File: src/rtl/fifo_job_dispatcher_macros.svh
// Assertion macros used by the file that checks the dispatcher.
`ifndef FIFO_JOB_DISPATCHER_MACROS_SVH
`define FIFO_JOB_DISPATCHER_MACROS_SVH

// Property sampled on the rising clock, switched off while reset is held.
`define FJD_ASSERT(label, prop, msg) \
  label: assert property (@(posedge clk_i) disable iff (!rst_ni) prop) else $error(msg);

// Same check, but also sampled during reset.
`define FJD_ASSERT_ALWAYS(label, prop, msg) \
  label: assert property (@(posedge clk_i) prop) else $error(msg);

`endif

File: src/rtl/fjd_pkg.sv
package fjd_pkg;

  // Default sizes of the server pool, the wait queue and the job id.
  localparam int unsigned MAX_SERVERS_DEF = 8;
  localparam int unsigned QUEUE_DEPTH_DEF = 16;
  localparam int unsigned ID_WIDTH_DEF    = 16;

  // Fixed widths of the register and of the beat fields.
  localparam int unsigned CFG_W    = 4;
  localparam int unsigned SERVER_W = 3;
  localparam int unsigned JOB_ID_W = 16;
  localparam int unsigned FREE_W   = 4;
  localparam int unsigned WAIT_W   = 5;

  // Number of active servers after reset.
  localparam logic [CFG_W-1:0] ACTIVE_RESET = 4'd3;

  typedef enum logic [1:0] {
    ST_OK           = 2'd0,
    ST_BAD_INDEX    = 2'd1,
    ST_ALREADY_FREE = 2'd2,
    ST_QUEUE_FULL   = 2'd3
  } status_e;

  typedef enum logic {
    OP_ARRIVAL  = 1'b0,
    OP_COMPLETE = 1'b1
  } op_e;

  typedef enum logic [1:0] {
    S_IDLE,
    S_READ,
    S_ASSIGN
  } state_e;

  // Commands from the controller to the datapath.
  typedef struct packed {
    logic event_en;   // apply the accepted event
    logic read_en;    // read the queue head and rank the free servers
    logic assign_en;  // dispatch the head job and load the result beat
  } cmd_t;

endpackage

File: src/rtl/fjd_ctrl.sv
module fjd_ctrl (
  input  logic          clk_i,
  input  logic          rst_ni,
  input  logic          in_valid_i,
  output logic          in_stall_o,
  output logic          out_valid_o,
  input  logic          out_stall_i,
  output fjd_pkg::cmd_t cmd_o
);

  fjd_pkg::state_e state_q, state_d;
  logic            out_valid_q, out_valid_d;
  logic            accept;
  logic            slot_free;

  // The result register may be reloaded once its beat is gone or leaves now.
  assign slot_free = !out_valid_q || !out_stall_i;
  assign accept    = in_valid_i && (state_q == fjd_pkg::S_IDLE);

  // Next state.
  always_comb begin
    state_d = state_q;
    case (state_q)
      fjd_pkg::S_IDLE: begin
        if (accept) begin
          state_d = fjd_pkg::S_READ;
        end
      end
      fjd_pkg::S_READ: begin
        state_d = fjd_pkg::S_ASSIGN;
      end
      fjd_pkg::S_ASSIGN: begin
        if (slot_free) begin
          state_d = fjd_pkg::S_IDLE;
        end
      end
      default: begin
        state_d = fjd_pkg::S_IDLE;
      end
    endcase
  end

  // Outputs and datapath commands.
  always_comb begin
    in_stall_o      = 1'b1;
    cmd_o.event_en  = 1'b0;
    cmd_o.read_en   = 1'b0;
    cmd_o.assign_en = 1'b0;
    case (state_q)
      fjd_pkg::S_IDLE: begin
        in_stall_o     = 1'b0;
        cmd_o.event_en = accept;
      end
      fjd_pkg::S_READ: begin
        cmd_o.read_en = 1'b1;
      end
      fjd_pkg::S_ASSIGN: begin
        cmd_o.assign_en = slot_free;
      end
      default: begin
        in_stall_o = 1'b1;
      end
    endcase
  end

  // The result beat stays valid until the receiver takes it.
  always_comb begin
    if (cmd_o.assign_en) begin
      out_valid_d = 1'b1;
    end else if (!out_stall_i) begin
      out_valid_d = 1'b0;
    end else begin
      out_valid_d = out_valid_q;
    end
  end

  assign out_valid_o = out_valid_q;

  always_ff @(posedge clk_i or negedge rst_ni) begin
    if (!rst_ni) begin
      state_q     <= fjd_pkg::S_IDLE;
      out_valid_q <= 1'b0;
    end else begin
      state_q     <= state_d;
      out_valid_q <= out_valid_d;
    end
  end

endmodule

File: src/rtl/fjd_dp.sv
module fjd_dp #(
  parameter int unsigned MAX_SERVERS = fjd_pkg::MAX_SERVERS_DEF,
  parameter int unsigned QUEUE_DEPTH = fjd_pkg::QUEUE_DEPTH_DEF,
  parameter int unsigned ID_WIDTH    = fjd_pkg::ID_WIDTH_DEF
) (
  input  logic                          clk_i,
  input  logic                          rst_ni,
  input  fjd_pkg::cmd_t                 cmd_i,
  input  logic                          cfg_we_i,
  input  logic [fjd_pkg::CFG_W-1:0]     cfg_wdata_i,
  input  logic                          operation_i,
  input  logic [fjd_pkg::SERVER_W-1:0]  server_index_i,
  output logic [1:0]                    status_o,
  output logic                          assigned_o,
  output logic [fjd_pkg::JOB_ID_W-1:0]  assigned_job_id_o,
  output logic [fjd_pkg::SERVER_W-1:0]  assigned_server_o,
  output logic [fjd_pkg::FREE_W-1:0]    free_servers_o,
  output logic [fjd_pkg::WAIT_W-1:0]    waiting_jobs_o
);

  localparam int unsigned SRV_W  = (MAX_SERVERS > 1) ? $clog2(MAX_SERVERS) : 1;
  localparam int unsigned PTR_W  = $clog2(QUEUE_DEPTH);
  localparam int unsigned CNT_W  = $clog2(QUEUE_DEPTH + 1);
  localparam int unsigned FCNT_W = $clog2(MAX_SERVERS + 1);
  localparam logic [PTR_W-1:0] PTR_LAST = PTR_W'(QUEUE_DEPTH - 1);
  localparam logic [CNT_W-1:0] CNT_FULL = CNT_W'(QUEUE_DEPTH);

  // Architectural state.
  logic [fjd_pkg::CFG_W-1:0] cfg_q, cfg_d;
  logic [MAX_SERVERS-1:0]    busy_q, busy_d;
  logic [PTR_W-1:0]          head_q, head_d;
  logic [PTR_W-1:0]          tail_q, tail_d;
  logic [CNT_W-1:0]          cnt_q, cnt_d;
  logic [ID_WIDTH-1:0]       next_id_q, next_id_d;
  fjd_pkg::status_e          status_q, status_d;

  // Wait queue storage and its registered head read.
  logic [ID_WIDTH-1:0]       queue_mem [QUEUE_DEPTH];
  logic [ID_WIDTH-1:0]       head_data_q;

  // Free-server ranking taken in the read cycle.
  logic [SRV_W-1:0]          first_q, first_d;
  logic                      any_free_q, any_free_d;
  logic [FCNT_W-1:0]         free_cnt_q, free_cnt_d;

  // Result beat registers.
  fjd_pkg::status_e          out_status_q;
  logic                      out_assigned_q;
  logic [ID_WIDTH-1:0]       out_job_q;
  logic [SRV_W-1:0]          out_server_q;
  logic [FCNT_W-1:0]         out_free_q;
  logic [CNT_W-1:0]          out_wait_q;

  logic [MAX_SERVERS-1:0]    active_mask;
  logic [MAX_SERVERS-1:0]    idx_sel;
  logic [MAX_SERVERS-1:0]    free_mask;
  logic                      idx_valid;
  logic                      idx_busy;
  logic                      queue_full;
  logic                      push;
  logic                      do_assign;

  // Servers below the configured count are active; the index decodes to one server.
  always_comb begin
    for (int i = 0; i < MAX_SERVERS; i++) begin
      active_mask[i] = 32'(cfg_q) > 32'(i);
      idx_sel[i]     = 32'(server_index_i) == 32'(i);
    end
  end

  assign idx_valid  = |(idx_sel & active_mask);
  assign idx_busy   = |(idx_sel & busy_q);
  assign queue_full = (cnt_q == CNT_FULL);
  assign push       = cmd_i.event_en && (operation_i == fjd_pkg::OP_ARRIVAL) && !queue_full;
  assign free_mask  = active_mask & ~busy_q;
  assign do_assign  = cmd_i.assign_en && (cnt_q != '0) && any_free_q;

  // Rank the free servers: lowest index first, and how many there are.
  always_comb begin
    first_d    = '0;
    free_cnt_d = '0;
    for (int i = MAX_SERVERS - 1; i >= 0; i--) begin
      if (free_mask[i]) begin
        first_d = SRV_W'(i);
      end
    end
    for (int i = 0; i < MAX_SERVERS; i++) begin
      free_cnt_d = free_cnt_d + FCNT_W'(free_mask[i]);
    end
    any_free_d = |free_mask;
  end

  // Next values of the config register, the queue, the busy bits, the job id and the event status.
  always_comb begin
    cfg_d     = cfg_q;
    busy_d    = busy_q;
    head_d    = head_q;
    tail_d    = tail_q;
    cnt_d     = cnt_q;
    next_id_d = next_id_q;
    status_d  = status_q;
    if (cfg_we_i) begin
      cfg_d = cfg_wdata_i;
    end
    if (cmd_i.event_en) begin
      status_d = fjd_pkg::ST_OK;
      if (operation_i == fjd_pkg::OP_ARRIVAL) begin
        if (queue_full) begin
          status_d = fjd_pkg::ST_QUEUE_FULL;
        end else begin
          tail_d    = (tail_q == PTR_LAST) ? '0 : tail_q + PTR_W'(1);
          cnt_d     = cnt_q + CNT_W'(1);
          next_id_d = next_id_q + ID_WIDTH'(1);
        end
      end else if (!idx_valid) begin
        status_d = fjd_pkg::ST_BAD_INDEX;
      end else if (!idx_busy) begin
        status_d = fjd_pkg::ST_ALREADY_FREE;
      end else begin
        busy_d = busy_q & ~idx_sel;
      end
    end
    if (do_assign) begin
      head_d          = (head_q == PTR_LAST) ? '0 : head_q + PTR_W'(1);
      cnt_d           = cnt_q - CNT_W'(1);
      busy_d[first_q] = 1'b1;
    end
  end

  always_ff @(posedge clk_i or negedge rst_ni) begin
    if (!rst_ni) begin
      cfg_q     <= fjd_pkg::ACTIVE_RESET;
      busy_q    <= '0;
      head_q    <= '0;
      tail_q    <= '0;
      cnt_q     <= '0;
      next_id_q <= ID_WIDTH'(1);
    end else begin
      cfg_q     <= cfg_d;
      busy_q    <= busy_d;
      head_q    <= head_d;
      tail_q    <= tail_d;
      cnt_q     <= cnt_d;
      next_id_q <= next_id_d;
    end
  end

  // Queue memory: one write port at the tail, one registered read at the head.
  always_ff @(posedge clk_i) begin
    if (push) begin
      queue_mem[tail_q] <= next_id_q;
    end
  end

  always_ff @(posedge clk_i) begin
    if (cmd_i.read_en) begin
      head_data_q <= queue_mem[head_q];
    end
  end

  // Event status and the server ranking are held until the result is built.
  always_ff @(posedge clk_i) begin
    status_q <= status_d;
    if (cmd_i.read_en) begin
      first_q    <= first_d;
      any_free_q <= any_free_d;
      free_cnt_q <= free_cnt_d;
    end
  end

  // Load the result beat; it holds while the receiver stalls.
  always_ff @(posedge clk_i) begin
    if (cmd_i.assign_en) begin
      out_status_q   <= status_q;
      out_assigned_q <= do_assign;
      out_job_q      <= do_assign ? head_data_q : '0;
      out_server_q   <= do_assign ? first_q : '0;
      out_free_q     <= free_cnt_q - FCNT_W'(do_assign);
      out_wait_q     <= cnt_q - CNT_W'(do_assign);
    end
  end

  assign status_o          = out_status_q;
  assign assigned_o        = out_assigned_q;
  assign assigned_job_id_o = fjd_pkg::JOB_ID_W'(out_job_q);
  assign assigned_server_o = fjd_pkg::SERVER_W'(out_server_q);
  assign free_servers_o    = fjd_pkg::FREE_W'(out_free_q);
  assign waiting_jobs_o    = fjd_pkg::WAIT_W'(out_wait_q);

endmodule

File: src/rtl/fifo_job_dispatcher.sv
// Job dispatcher with a pool of servers and a FIFO of waiting jobs. Each input beat is either a
// job arrival, which takes the next job id (starting at 1, wrapping) and queues it, or a server
// completion, which frees that server. After every event the head job goes to the lowest-numbered
// free active server, and one result beat reports the status, any assignment, the free-server
// count and the waiting count. An arrival into a full queue is dropped with a status code. Each
// item passes through three steps: the accept step applies the event and pushes the queue, the
// read step reads the queue-head memory and ranks the free servers, the assign step dispatches
// and loads the result register. The next beat is accepted once the last has left the assign step;
// a stalled result holds that step until the previous beat is taken. The active server count resets
// to three; the user must write it through cfg_we_i only while idle, which the block does not enforce.
`include "fifo_job_dispatcher_macros.svh"

module fifo_job_dispatcher #(
  parameter int unsigned MAX_SERVERS = fjd_pkg::MAX_SERVERS_DEF,
  parameter int unsigned QUEUE_DEPTH = fjd_pkg::QUEUE_DEPTH_DEF,
  parameter int unsigned ID_WIDTH    = fjd_pkg::ID_WIDTH_DEF
) (
  input  logic                          clk_i,
  input  logic                          rst_ni,
  input  logic                          cfg_we_i,
  input  logic [fjd_pkg::CFG_W-1:0]     cfg_wdata_i,
  input  logic                          in_valid_i,
  output logic                          in_stall_o,
  input  logic                          operation_i,
  input  logic [fjd_pkg::SERVER_W-1:0]  server_index_i,
  output logic                          out_valid_o,
  input  logic                          out_stall_i,
  output logic [1:0]                    status_o,
  output logic                          assigned_o,
  output logic [fjd_pkg::JOB_ID_W-1:0]  assigned_job_id_o,
  output logic [fjd_pkg::SERVER_W-1:0]  assigned_server_o,
  output logic [fjd_pkg::FREE_W-1:0]    free_servers_o,
  output logic [fjd_pkg::WAIT_W-1:0]    waiting_jobs_o
);

  fjd_pkg::cmd_t cmd;

  // Sequencer for the three steps of each item.
  fjd_ctrl u_ctrl (
    .clk_i       (clk_i),
    .rst_ni      (rst_ni),
    .in_valid_i  (in_valid_i),
    .in_stall_o  (in_stall_o),
    .out_valid_o (out_valid_o),
    .out_stall_i (out_stall_i),
    .cmd_o       (cmd)
  );

  // Queue, busy bits, job id counter and result register.
  fjd_dp #(
    .MAX_SERVERS (MAX_SERVERS),
    .QUEUE_DEPTH (QUEUE_DEPTH),
    .ID_WIDTH    (ID_WIDTH)
  ) u_dp (
    .clk_i             (clk_i),
    .rst_ni            (rst_ni),
    .cmd_i             (cmd),
    .cfg_we_i          (cfg_we_i),
    .cfg_wdata_i       (cfg_wdata_i),
    .operation_i       (operation_i),
    .server_index_i    (server_index_i),
    .status_o          (status_o),
    .assigned_o        (assigned_o),
    .assigned_job_id_o (assigned_job_id_o),
    .assigned_server_o (assigned_server_o),
    .free_servers_o    (free_servers_o),
    .waiting_jobs_o    (waiting_jobs_o)
  );

  // An accepted beat keeps the input stalled while it is worked on.
  `FJD_ASSERT(a_busy_after_accept, in_valid_i && !in_stall_o |=> in_stall_o, "accepted twice in a row")

  // Without an assignment the job id and server fields are zero.
  `FJD_ASSERT(a_no_assign_zero, out_valid_o && !assigned_o |-> assigned_job_id_o == '0 && assigned_server_o == '0, "stale assignment fields")

  // The waiting count never exceeds the queue depth.
  `FJD_ASSERT(a_wait_bound, out_valid_o |-> waiting_jobs_o <= QUEUE_DEPTH, "waiting count beyond queue depth")

  // In the cycle after reset is seen low, no result beat is pending.
  `FJD_ASSERT_ALWAYS(a_reset_quiet, !rst_ni |=> !out_valid_o, "result valid in reset")

endmodule

File: config.mk
export PLATFORM = sky130hd
export DESIGN_NAME = fifo_job_dispatcher
export DESIGN_NICKNAME = d
export VERILOG_FILES = /design/src/rtl/fjd_pkg.sv /design/src/rtl/fjd_ctrl.sv /design/src/rtl/fjd_dp.sv /design/src/rtl/fifo_job_dispatcher.sv
export VERILOG_INCLUDE_DIRS = /design/src /design/src/rtl
export SDC_FILE = /design/constraint.sdc
export NUM_CORES = 1
export LEC_CHECK = 0
export BUFFER_PORTS_ARGS = -buffer_cell sky130_fd_sc_hd__buf_2
export CAP_MARGIN = 20
export CORE_MARGIN = 5
export CORE_UTILIZATION = 56
export CTS_CLUSTER_DIAMETER = 150
export DETAILED_ROUTE_END_ITERATION = 10
export HOLD_SLACK_MARGIN = 0.15
export PLACE_DENSITY_LB_ADDON = 0.15
export SYNTH_ARGS = -nofsm -noshare
export SYNTH_HDL_FRONTEND = slang
export SYNTH_SLANG_ARGS = --single-unit
File: constraint.sdc
create_clock -name clk_i -period 3.34 [get_ports clk_i]
set_input_delay 0.501 -clock clk_i [delete_from_list [all_inputs] [get_ports clk_i]]
set_output_delay 0.501 -clock clk_i [all_outputs]
set_load 0.01 [all_outputs]
# After elaboration in Yosys (flattened, before gate mapping)
# Memories as Yosys holds them, arrays and structs flattened. A register that Yosys moved wholly into a read port is not among the register bits.
# Cells that the tools add are included.
# totals
ram_bits,256
regBits,85
word_cells,128
mem_count,1
out_inout_bits,33
# classes
n_mux,35
magnitude_cmp,10
bitwise_logic,9
n_reduce_logical,22
addsub,14
n_eq_ne,17
# mem_list
name,words,word_bits,read_ports,rd_clocked_by_memory_dff,wr,line,text
u_dp.queue_mem,16,16,1,1,1,fjd_dp.sv:38,logic [ID_WIDTH-1:0] queue_mem [QUEUE_DEPTH];
# op_table
cell,n
$mux W8,5
$and A8 B8 Y8,4
$add A4 B1 Y4,6
$reduce_or A8 Y1,3
$mux W5,4
$add A16 B1 Y16 const B,1
$gt A4 B3 Y1 const B,4
$mux W2,8
$not A8 Y8,2
$eq A3 B3 Y1 const B,4
$mux W3,4
$mux W1,10
$add A4 B1 Y4 const B,2
$eq A4 B4 Y1 const B,2
$gt A4 B1 Y1 const B,2
$gt A4 B2 Y1 const B,2
$mux W4,2
$ne A2 B1 Y1 const B,4
$or A8 B8 Y8,1
$eq A3 B2 Y1 const B,2
$logic_and A1 B1 Y1,6
$pmux W2 S3,1
$reduce_and A3 Y1,2
$add A5 B1 Y5 const B,1
22 further kinds,25

# Longest topological paths before layout
# Gate-level depths: netlist (run 1).
# depth
depth_word,9
ltp_mapped,10
mapped_depth_nobuf,10

# Cells and area by module
# From an unflattened synthesis (run 1), not the netlist that was laid out.
# hier_totals
hier_cells,865
hier_area_um2,14460.1
# by_module_without_submodules
module,seq_area_each_um2,area_each_um2,instances,cells_each
fjd_dp,10428.8,14320.0,1,850
fjd_ctrl,75.1,140.1,1,15

# Worst setup path after synthesis (run 1)
# No wires, ideal clock.
# synth_timing
path_type,reg-to-reg
from,register u_dp.cfg_q[2] (netlist name)
to,"register u_dp.free_cnt_q[1], data pin"
arrival_ns,3.248
n_path_buf,0
stages_incl_launch_ff,11
period_less_slack_ns,3.498
required_time_ns,3.090
setup_time_ns,0.250
path_slack_ns,-0.158
cell_sequence,dfrtp_1 -> or2_2 -> nor3_1 -> nor2_1 -> ha_1 -> fa_1 -> fa_1 -> inv_1 -> fa_1 -> fa_1 -> inv_1
# synth_via
elab_chain_len,9
# synth_rtl
element,line,text
"start, declared",fjd_dp.sv:29,"logic [fjd_pkg::CFG_W-1:0] cfg_q, cfg_d;"
"start signal, assigned",fjd_dp.sv:132,cfg_q <= fjd_pkg::ACTIVE_RESET;
"start signal, assigned",fjd_dp.sv:139,cfg_q <= cfg_d;
$gt A4 B1 Y1,fjd_dp.sv:66,active_mask[i] = 32'(cfg_q) > 32'(i);
$and A8 B8 Y8,fjd_dp.sv:75,assign free_mask = active_mask & ~busy_q;
named net u_dp.free_mask[0],fjd_dp.sv:56,logic [MAX_SERVERS-1:0] free_mask;
$add A1 B1 Y2,fjd_dp.sv:88,free_cnt_d = free_cnt_d + FCNT_W'(free_mask[i]);
$add A4 B1 Y4 (6 in series),fjd_dp.sv:88,
named net u_dp.free_cnt_d[1],fjd_dp.sv:44,"logic [FCNT_W-1:0] free_cnt_q, free_cnt_d;"
"end signal, assigned",fjd_dp.sv:167,free_cnt_q <= free_cnt_d;
"end, declared",fjd_dp.sv:44,
# The timed path passes the listed nets, and every way through them passes these cells.
# A chain may end at the register's enable or synchronous reset.

# Worst setup path after layout (run 1)
# layout_timing
from,register u_dp.cfg_q[1] (netlist name)
to,"register u_dp.free_cnt_q[1], data pin"
# The elaborated chain is that of the path after synthesis.

==> impl_metrics.json, run 1 <==
{
  "cp.arrival_ns": 3.56,
  "synth_top_area_share_pct": 65.1,
  "relSlewSlack_pct": 29.4,
  "syn-mean-instance-area_sq_um": 16.8,
  "slowest_stage": "sky130_fd_sc_hd__dfstp_2",
  "synth_compound_area_share_pct": 5.95,
  "first_global_vias": 7949,
  "route.detailed.wl_per_inst_um": 21.9,
  "worst-slew-pin-transition_ns": 1.06,
  "grt_residual_overflow": 0,
  "rsz0062_at_grt": "yes",
  "post_synth_and_or_nand_nor_area_fraction_pct": 5.27,
  "clock_sinks": 357,
  "core-area_sq_um": 25300,
  "fin_worst_hold_slack_ns": 0.247,
  "final_antenna_net_count": 0,
  "grt_start_max_net_pins": 39,
  "numPortBuffers": 45,
  "detailedRoute.firstIterationViolations": 774,
  "root_buffer": "sky130_fd_sc_hd__clkbuf_16",
  "leakage_nw": 5.76,
  "grt_antenna_before_repair": 0,
  "synth.distinct_cells": 50,
  "grt_util_all_layers_pct": 20.0,
  "synth_xor_xnor_area_share_pct": 1.64,
  "final.min_clock_period_ns": 3.29,
  "post-dp-hpwl_mm": 17.9,
  "async_flop_share_pct": 12.3,
  "timing.critical_path.slowest_cell_delay_ns": 0.63,
  "synth_area_leader_cell": "sky130_fd_sc_hd__edfxtp_1",
  "final_max_slew_viol_count": 0,
  "timing_hold_violations_final": 0,
  "cts_max_level": 2,
  "hold_path.class": "in2reg",
  "dieWidth_um": 171,
  "effective_utilization_at_floorplan_pct": 57.2,
  "mappedNetlistArea_sq_um": 14400,
  "post-layout-total-power_mw": 13.5,
  "crit_path_end_kind": "register",
  "vias_per_cell": 6.01,
  "synthCells": 858,
  "setup_viol": 0,
  "synth_edf_count": 313,
  "setup_clock_skew_after_layout_ns": 0.0169,
  "synth.yosys.seq_area_share_pct": 72.8,
  "critPathKind": "reg2reg",
  "fin_tns_setup_ns": 0,
  "outcome": "complete, no violations",
  "highest_clock_frequency_the_design_can_meet_mhz": 304,
  "finalCritPeriodShare_pct": 98.5,
  "data_required_critical_path_ns": 3.61,
  "gp_congestion": 0.901,
  "clock_tree.buffer_depth": 3,
  "setup.worst_path.start_class": "register",
  "grt_use_met1_pct": 27.5,
  "critPathMaxFanout": 10,
  "grt_use_met2_pct": 33.2,
  "drive_above_1_share_pct": 22.4,
  "grt-busiest-layer": "met2",
  "ranking_of_synthesized_cells_by_area": "sky130_fd_sc_hd__edfxtp_1 65%, sky130_fd_sc_hd__dfrtp_1 7.1%, sky130_fd_sc_hd__mux4_2 5.3%",
  "die_y_um": 171,
  "finalNetCount": 974,
  "yosys.cell_count.top_type": "sky130_fd_sc_hd__edfxtp_1",
  "global_route_wire_length_before_repair_mm": 45.0,
  "remaining_drc_errors": 0,
  "global_route.usage.met3_pct": 3.56,
  "num_vias": 7783,
  "detail_route.wirelength_mm": 28.3,
  "synth_ff_type": "sky130_fd_sc_hd__edfxtp_1",
  "worst_skew_late_latency_ns": 0.51,
  "power.ir.vdd_worst_v": 0.000474,
  "die_area_sq_um": 29100,
  "synth-adder-area-share_pct": 2.17,
  "fillerInstances": 1721,
  "number_of_synthesized_register_bits": 357,
  "std_cell_rows": 58,
  "cell_class_contributing_the_biggest_share_of_worst_path_delay": "adder cells",
  "power_per_cell_area_nw_per_um2": 816,
  "postLayoutCoreUtil_pct": 65.5,
  "synth.mux.area_fraction_pct": 10.4,
  "drv.max_cap_violation_count": 0,
  "cts_tree": "yes",
  "area.growth.synth_to_final_pct": 14.5,
  "n_antenna_cell": 0,
  "yosysWarnings": 0,
  "drtPass1Iterations": 5,
  "synthTopCellsByCount": "313 x sky130_fd_sc_hd__edfxtp_1, 50 x sky130_fd_sc_hd__mux2i_1, 50 x sky130_fd_sc_hd__nand2_1",
  "critical_path.cell_chain": "nor3_2 -> nor2_2 -> ha_4 -> fa_1 -> fa_1 -> inv_1 -> fa_2 -> fa_2 -> inv_2",
  "postSynthNetCount": 893,
  "cp_num_buf_inv": 2,
  "synth_top_family_by_area": "multiplexers",
  "cts.reportedPaths.clkPinSlew_ns": 0.06,
  "tritoncts.num_buffers": 37,
  "boundaryPins": 46
}
[per-layer routing]
metal  vias up  wire length [um]
met5         -                 0
met4         0               685
met3        59              1580
met2       257             14000
met1      3979             12100
li1       3488                 -
[kinds of logic after synthesis]
family	count (synthesis)
flip-flops	357
AND/OR/NAND/NOR	153
AO/OA/AOI/OAI	131
XOR/XNOR	27
buffers and inverters	63
adder cells (fa/ha/maj)	22
multiplexers	105
[flip-flops by register name, indices dropped and copies added (netlist names), 5 cells and up]
register and flops:
u_dp.cnt_q 5, u_dp.next_id_q 16, u_dp.queue_mem 256, u_dp.busy_q 8, u_dp.assigned_job_id_o 16, u_dp.head_data_q 16
u_dp.waiting_jobs_o 5
[worst register-to-register path, cell delays in order (launching register included)]
cell                      delay (ns)
sky130_fd_sc_hd__dfstp_2        0.63
sky130_fd_sc_hd__nor3_2         0.07
sky130_fd_sc_hd__nor2_2         0.17
sky130_fd_sc_hd__ha_4           0.23
sky130_fd_sc_hd__fa_1           0.49
sky130_fd_sc_hd__fa_1           0.50
sky130_fd_sc_hd__inv_1          0.05
sky130_fd_sc_hd__fa_2           0.35
sky130_fd_sc_hd__fa_2           0.54
sky130_fd_sc_hd__inv_2          0.03
[report_power, final]
part           switching [mW]  leakage [nW]  internal, mW
clock                    1.57         0.588          2.39
sequential              0.575          3.36          5.59
combinational            1.84          1.82          1.52
total                    3.99          5.76          9.50
[path summary, 6_finish.rpt]
check,start,endpoint,slack [ns],cells past startpoint
worst max register to register,u_dp.cfg_q[1],u_dp.free_cnt_q[1],0.05,9
min in group asynchronous,rst_ni,u_dp.cnt_q[3],0.63,2
max in group asynchronous,rst_ni,u_dp.next_id_q[14],1.95,3
worst max-delay path,u_dp.cfg_q[1],u_dp.free_cnt_q[1],0.05,9
worst min register to register,u_dp.status_q[0],u_dp.status_o[0],0.42,0
worst min-delay path,cfg_wdata_i[2],u_dp.cfg_q[2],0.25,2
[layout by cell type (no fill, tap or decap), drive strengths merged, types with 3 or more instances in the layout]
cell / instances
mux4: 34
inv: 25
a21oi: 29
nand3: 9
a31oi: 4
nor3b: 4
bufinv: 4
nor3: 8
a32o: 5
and4: 3
dfrtp: 41
mux2: 21
a221oi: 16
edfxtp: 313
xor2: 5
or2: 4
xnor2: 22
nand2b: 5
and2: 17
ha: 17
a21o: 6
dfstp: 3
mux2i: 50
nand2: 50
clkinv: 14
clkbuf: 46
o21ai: 41
buf: 79
a22oi: 17
nor2: 29
fa: 5
nor2b: 9
and3: 3
nand4: 7
[area by class of cell]
type                    count  area, sq um  area share, %
well taps                 330          413           2.50
repair buffers             80          591           3.57
clock inverters            18          199           1.20
clock buffers              46          980           5.92
flip-flops and latches    357        10500           63.5
multi-input cells         438         3750           22.7
inverters                  25         96.3          0.583
[repair_timing]
| action | in CTS | in global routing |
|---|---|---|
| setup endpoints to repair | 2 | 2 |
| gates resized for setup | 3 | 4 |
| hold buffers | 1 | 0 |
| pin swaps | 6 | 0 |
| hold endpoints to repair | 25 | 0 |
| setup buffers | 2 | 0 |
[per-stage QoR]
stage | worst slack [ns] | instances | instance area, sq um
after floorplan | 0.0000557 | 858 | 14400
after global placement | -0.0267 | 1227 | 15300
after detailed placement | -0.0825 | 1227 | 15300
after CTS | -0.0143 | 1294 | 16500
after global routing | -0.0358 | 1294 | 16500
final | 0.0493 | 1294 | 16500
Power figures use the tool's default switching activity.
==> inputs of run 2 (changes only) <==
- SYNTH_HIERARCHICAL: unset -> 1
==> run 2 against run 1 <==
  * Sequential power is 1% lower
  * Register-to-register slack improved by 0.02 ns
  * Critical path type unchanged
  * Combinational power fell by 1%
  * Count of clock-buffer cells in the layout increased by 2
  * Highest routed layer unchanged
  * Synthesized cell count is 0.82% higher
  * Largest power group unchanged
==> impl_metrics.json, run 2 <==
{
  "highest_clock_frequency_the_design_can_meet_mhz": 306,
  "die_y_um": 171,
  "root_buffer": "sky130_fd_sc_hd__clkbuf_16",
  "core-area_sq_um": 25300,
  "outcome": "complete, no violations",
  "clock_sinks": 357,
  "final_design_area_no_fill_sq_um": 16500,
  "cts.reportedPaths.clkPinSlew_ns": 0.06,
  "post-layout-total-power_mw": 13.3,
  "num_vias": 7747,
  "cts_tree": "yes",
  "effective_utilization_at_floorplan_pct": 57.1,
  "n_antenna_cell": 0,
  "tritoncts.num_buffers": 36,
  "finalCritPeriodShare_pct": 97.8,
  "synth_edf_count": 313,
  "boundaryPins": 46,
  "yosysWarnings": 6,
  "route.detailed.wl_per_inst_um": 22.2,
  "post-dp-hpwl_mm": 18.3,
  "mappedNetlistArea_sq_um": 14500,
  "grt_start_max_net_pins": 37,
  "number_of_synthesized_register_bits": 357,
  "cp.arrival_ns": 3.52,
  "synth_area_leader_cell": "sky130_fd_sc_hd__edfxtp_1",
  "synth_top_area_share_pct": 65.0,
  "postSynthNetCount": 900,
  "ranking_of_synthesized_cells_by_area": "sky130_fd_sc_hd__edfxtp_1 65%, sky130_fd_sc_hd__dfrtp_1 7.1%, sky130_fd_sc_hd__mux4_2 5.0%",
  "critPathMaxFanout": 3,
  "fillerInstances": 1703,
  "setup_viol": 0,
  "detail_route.wirelength_mm": 28.9,
  "clock_tree.buffer_depth": 3,
  "syn-mean-instance-area_sq_um": 16.7,
  "crit_path_end_kind": "register",
  "drive_above_1_share_pct": 19.5,
  "vias_per_cell": 5.96,
  "grt_antenna_before_repair": 0,
  "synthTopCellsByCount": "313 x sky130_fd_sc_hd__edfxtp_1, 68 x sky130_fd_sc_hd__mux2i_1, 51 x sky130_fd_sc_hd__nand2_1",
  "async_flop_share_pct": 12.3,
  "synth.yosys.seq_area_share_pct": 72.6,
  "worst_skew_late_latency_ns": 0.52,
  "gp_congestion": 0.823,
  "global_route_wire_length_before_repair_mm": 45.5,
  "synth_ff_type": "sky130_fd_sc_hd__edfxtp_1",
  "setup.worst_path.start_class": "register",
  "rsz0062_at_grt": "yes",
  "placement.cell_area_sq_um": 15300,
  "largest_register_ffs": 256,
  "worst-slew-pin-transition_ns": 0.905,
  "die_area_sq_um": 29100,
  "timing_hold_violations_final": 0,
  "drtPass1Iterations": 5,
  "remaining_drc_errors": 0,
  "first_global_vias": 7985,
  "fin_worst_hold_slack_ns": 0.224,
  "grt_residual_overflow": 0,
  "numPortBuffers": 45,
  "power.ir.vdd_worst_v": 0.000537,
  "power_per_cell_area_nw_per_um2": 804,
  "synthCells": 865,
  "finalNetCount": 979,
  "drv.max_cap_violation_count": 0,
  "leakage_nw": 5.78,
  "final_antenna_net_count": 0,
  "final.min_clock_period_ns": 3.27,
  "relSlewSlack_pct": 39.7,
  "postLayoutCoreUtil_pct": 65.1,
  "cts_max_level": 2,
  "max_flop_register": "u_dp/queue_mem",
  "area.growth.synth_to_final_pct": 14.0,
  "yosys.cell_count.top_type": "sky130_fd_sc_hd__edfxtp_1",
  "synth.distinct_cells": 58,
  "layout.cells.most_common": "sky130_fd_sc_hd__edfxtp_1",
  "grt_util_all_layers_pct": 20.3,
  "final_cell_mix": "313 x sky130_fd_sc_hd__edfxtp_1, 68 x sky130_fd_sc_hd__mux2i_1, 51 x sky130_fd_sc_hd__nand2_1",
  "final_max_slew_viol_count": 0,
  "std_cell_rows": 58,
  "critPathKind": "reg2reg",
  "detailedRoute.firstIterationViolations": 666,
  "hold_path.class": "in2reg",
  "dieWidth_um": 171,
  "data_required_critical_path_ns": 3.60,
  "fin_tns_setup_ns": 0,
  "setup_clock_skew_after_layout_ns": 0.0223
}
[run 2: changes by cell type after synthesis, moves of 3 or more]
cell	change
sky130_fd_sc_hd__mux2i_1	+18
sky130_fd_sc_hd__a221oi_1	+16
sky130_fd_sc_hd__xor2_1	+5
sky130_fd_sc_hd__nor2_1	+4
sky130_fd_sc_hd__a31oi_1	-3
sky130_fd_sc_hd__mux2_2	-16
sky130_fd_sc_hd__clkbuf_1	+7
sky130_fd_sc_hd__nand2b_1	+3
sky130_fd_sc_hd__buf_2	-4
sky130_fd_sc_hd__xnor2_1	-5
sky130_fd_sc_hd__o21ai_0	-6
sky130_fd_sc_hd__a21oi_1	-16
sky130_fd_sc_hd__a32o_1	-5
[run 2: path summary, 6_finish.rpt]
check                                      start                  to  slack (ns)  cells past startpoint
worst max-delay path               u_dp/cfg_q[2]  u_dp/free_cnt_q[1]        0.07                     10
worst min-delay path                  in_valid_i   u_ctrl/state_q[0]        0.22                      3
worst max register to register     u_dp/cfg_q[2]  u_dp/free_cnt_q[1]        0.07                     10
worst min register to register  u_dp/status_q[0]    u_dp/status_o[0]        0.42                      0
max in group asynchronous                 rst_ni       u_dp/cfg_q[1]        1.91                      3
min in group asynchronous                 rst_ni       u_dp/cnt_q[0]        0.65                      2
[run 2: critical path, stage by stage, from the launching register on]
cell and delay, ns:
sky130_fd_sc_hd__dfrtp_1 0.41, sky130_fd_sc_hd__nor2_2 0.16, sky130_fd_sc_hd__a21o_1 0.17, sky130_fd_sc_hd__inv_2 0.06, sky130_fd_sc_hd__fa_1 0.55, sky130_fd_sc_hd__fa_1 0.42, sky130_fd_sc_hd__fa_1 0.51, sky130_fd_sc_hd__ha_2 0.19
sky130_fd_sc_hd__inv_2 0.04, sky130_fd_sc_hd__fa_1 0.48, sky130_fd_sc_hd__inv_1 0.04
[run 2: cells by family after synthesis]
kind of cell / share of synthesized area, %
AOI/OAI and AO/OA: 6.19
xor gates and xnor gates: 1.64
adders and majority gates: 2.16
buffers and inverters: 1.99
DFF: 72.6
muxes: 10.1
and+or+nand+nor: 5.28
[run 2: per-stage QoR]
stage | std cells | setup WS (ns)
3_5_place_dp | 1233 | 0.0220
5_1_grt | 1299 | -0.0367
2_1_floorplan | 865 | 0.0205
4_1_cts | 1298 | 0.0142
3_3_place_gp | 1233 | 0.0537
6_report | 1299 | 0.0736
[run 2: routing by layer]
layer / up-vias / global-route usage (%) / routed length (um)
met5: - / 0 / 0
met4: 0 / 5.17 / 588
met3: 45 / 3.17 / 1910
met2: 265 / 34.0 / 14300
met1: 3934 / 28.6 / 12100
li1: 3503 / - / -
[run 2: where the power goes]
group          total (mW)  switching, mW  internal (mW)
logic                3.31           1.87           1.44
clock network        3.84           1.56           2.29
registers            6.10          0.511           5.59
total                13.3           3.94           9.31
[run 2: layout make-up]
cell class                 instances  area, sq um  area share [%]
clock buffer                      48          977            5.93
clock inverter                    15          149           0.904
inverter                          27          101           0.615
multi-input combinational        437         3710            22.5
sequential                       357        10500            63.8
tap                              330          413            2.51
timing repair buffer              85          616            3.74
[run 2: timing repair]
action / 4_1_cts / 5_1_grt
endpoints found under the hold margin: 17 / 0
hold buffers: 1 / 0
resized for setup: 2 / 2
pin swaps: 3 / 3
setup endpoints to repair: 2 / 2
buffers inserted: 1 / 1
==> inputs of run 3 (changes only) <==
- CORE_UTILIZATION: 56 -> 45
==> run 3 against run 2 <==
  * Sequential cell count is the same
  * Non-clock buffer count increased by 25
  * Sequential share of layout area is 1.4 points lower
  * Via count is 0.34% higher
  * Clock power is 10% higher
  * Combinational power grew 3%
  * Critical path type unchanged
  * Largest cell class unchanged
  * Largest power group unchanged
==> impl_metrics.json, run 3 (synthesis results as in run 2) <==
{
  "drtPass1Iterations": 5,
  "power_per_cell_area_nw_per_um2": 815,
  "holdPathStages": 3,
  "final_antenna_net_count": 0,
  "rsz0062_at_grt": "no",
  "grt_antenna_before_repair": 0,
  "regToRegEndpoint": "u_dp/free_cnt_q[2]",
  "cts_max_level": 2,
  "vias_per_cell": 5.54,
  "die_area_sq_um": 35800,
  "outcome": "complete, no violations",
  "setup_viol": 0,
  "boundaryPins": 46,
  "fin_tns_setup_ns": 0,
  "num_vias": 7773,
  "crit_path_end_kind": "register",
  "tritoncts.num_buffers": 39,
  "ff2ff_setup_slack_ns": 0.14,
  "setup_clock_skew_after_layout_ns": 0.0256,
  "detailedRoute.firstIterationViolations": 519,
  "grt_util_all_layers_pct": 17.6,
  "numPortBuffers": 45,
  "crit-reg2reg-launch": "u_dp/cfg_q[2]",
  "area.growth.synth_to_final_pct": 16.6,
  "data_required_critical_path_ns": 3.61,
  "critPathKind": "reg2reg",
  "highest_clock_frequency_the_design_can_meet_mhz": 313,
  "max_flop_register": "u_dp/queue_mem",
  "postLayoutCoreUtil_pct": 53.3,
  "setup.worst_path.start_class": "register",
  "effective_utilization_at_floorplan_pct": 45.7,
  "n_antenna_cell": 0,
  "global_route_wire_length_before_repair_mm": 48.1,
  "root_buffer": "sky130_fd_sc_hd__clkbuf_16",
  "route.detailed.wl_per_inst_um": 22.2,
  "worst_skew_late_latency_ns": 0.54,
  "die_y_um": 189,
  "cts_tree": "yes",
  "hold_end": "u_ctrl/state_q[0]",
  "post-dp-hpwl_mm": 19.5,
  "timing_hold_violations_final": 0,
  "worstRegToRegCells": 10,
  "finalNetCount": 1007,
  "drv.max_cap_violation_count": 0,
  "core-area_sq_um": 31600,
  "final.min_clock_period_ns": 3.20,
  "post-layout-total-power_mw": 13.7,
  "finalCritPeriodShare_pct": 95.7,
  "clock_sinks": 357,
  "largest_register_ffs": 256,
  "fillerInstances": 2541,
  "grt_residual_overflow": 0,
  "clock_tree.buffer_depth": 3,
  "cp.arrival_ns": 3.47,
  "remaining_drc_errors": 0,
  "relSlewSlack_pct": 46.3,
  "final_max_slew_viol_count": 0,
  "place_inst": 1330,
  "layout.cells.most_common": "sky130_fd_sc_hd__edfxtp_1",
  "gp_congestion": 0.881,
  "first_global_vias": 7857,
  "power.ir.vdd_worst_v": 0.000409,
  "hold_path.class": "in2reg",
  "hold_path_startpoint": "in_valid_i",
  "critPathMaxFanout": 3,
  "worst-slew-pin-transition_ns": 0.804,
  "detail_route.wirelength_mm": 31.1,
  "dieWidth_um": 189,
  "grt_start_max_net_pins": 35,
  "cts.reportedPaths.clkPinSlew_ns": 0.06,
  "finish.cell_count_without_fillers": 1404,
  "drive_above_1_share_pct": 23.4,
  "fin_worst_hold_slack_ns": 0.222,
  "final_cell_mix": "313 x sky130_fd_sc_hd__edfxtp_1, 68 x sky130_fd_sc_hd__mux2i_1, 63 x sky130_fd_sc_hd__buf_4",
  "leakage_nw": 5.96,
  "std_cell_rows": 65
}
## run 3: what timing repair did
action / 4_1_cts / 5_1_grt
setup endpoints to repair: 0 / 2
hold endpoints to repair: 26 / 0
buffers inserted: 0 / 2
hold buffers: 1 / 0
gates resized for setup: 0 / 4
## run 3: layout make-up
| type | instances | area, sq um | area share (%) |
|---|---|---|---|
| inverters | 27 | 101 | 0.601 |
| repair buffers | 110 | 728 | 4.32 |
| clock inverters | 12 | 150 | 0.891 |
| well taps | 402 | 503 | 2.98 |
| multi-input cells | 437 | 3750 | 22.2 |
| flip-flops and latches | 357 | 10500 | 62.3 |
| clock buffers | 59 | 1120 | 6.66 |
## run 3: worst max-delay path by stage
stage                           end  slack [ns]               from
2_1_floorplan  u_dp/queue_mem[0][0]        0.02  u_ctrl/state_q[0]
3_3_place_gp     u_dp/free_cnt_q[1]        0.09      u_dp/cfg_q[1]
3_5_place_dp     u_dp/free_cnt_q[2]        0.09      u_dp/cfg_q[0]
4_1_cts          u_dp/free_cnt_q[2]        0.06      u_dp/cfg_q[2]
5_1_grt          u_dp/free_cnt_q[2]        0.01      u_dp/cfg_q[2]
6_report         u_dp/free_cnt_q[2]        0.14      u_dp/cfg_q[2]
## run 3: per-stage QoR
| step | cell area (sq um) | setup slack (ns) |
|---|---|---|
| after CTS | 16800 | 0.0631 |
| after detailed placement | 15600 | 0.0858 |
| final | 16900 | 0.144 |
| after floorplan | 14500 | 0.0205 |
| after global placement | 15600 | 0.0929 |
| after global routing | 16900 | 0.00978 |
## run 3: worst max-delay path, cell delays in order (launching register included)
cell and delay [ns]:
sky130_fd_sc_hd__dfrtp_1 0.41, sky130_fd_sc_hd__nor2_2 0.12, sky130_fd_sc_hd__a21o_1 0.16, sky130_fd_sc_hd__inv_2 0.05
sky130_fd_sc_hd__fa_1 0.55, sky130_fd_sc_hd__fa_1 0.43, sky130_fd_sc_hd__fa_1 0.50, sky130_fd_sc_hd__ha_2 0.17
sky130_fd_sc_hd__inv_1 0.05, sky130_fd_sc_hd__fa_1 0.37, sky130_fd_sc_hd__xnor2_1 0.13
## run 3: report_power, final
part	internal, mW	switching [mW]
sequential	5.59	0.518
combinational	1.46	1.94
clock	2.56	1.67
total	9.61	4.13
## run 3: routing by layer
metal | GRT usage (%) | share of wire, % | vias to the layer above
met3 | 4.09 | 6.9 | 46
met1 | 25.0 | 44 | 3923
met2 | 27.9 | 46 | 234
met5 | 0 | 0 | -
li1 | - | - | 3570
met4 | 4.59 | 2.1 | 0
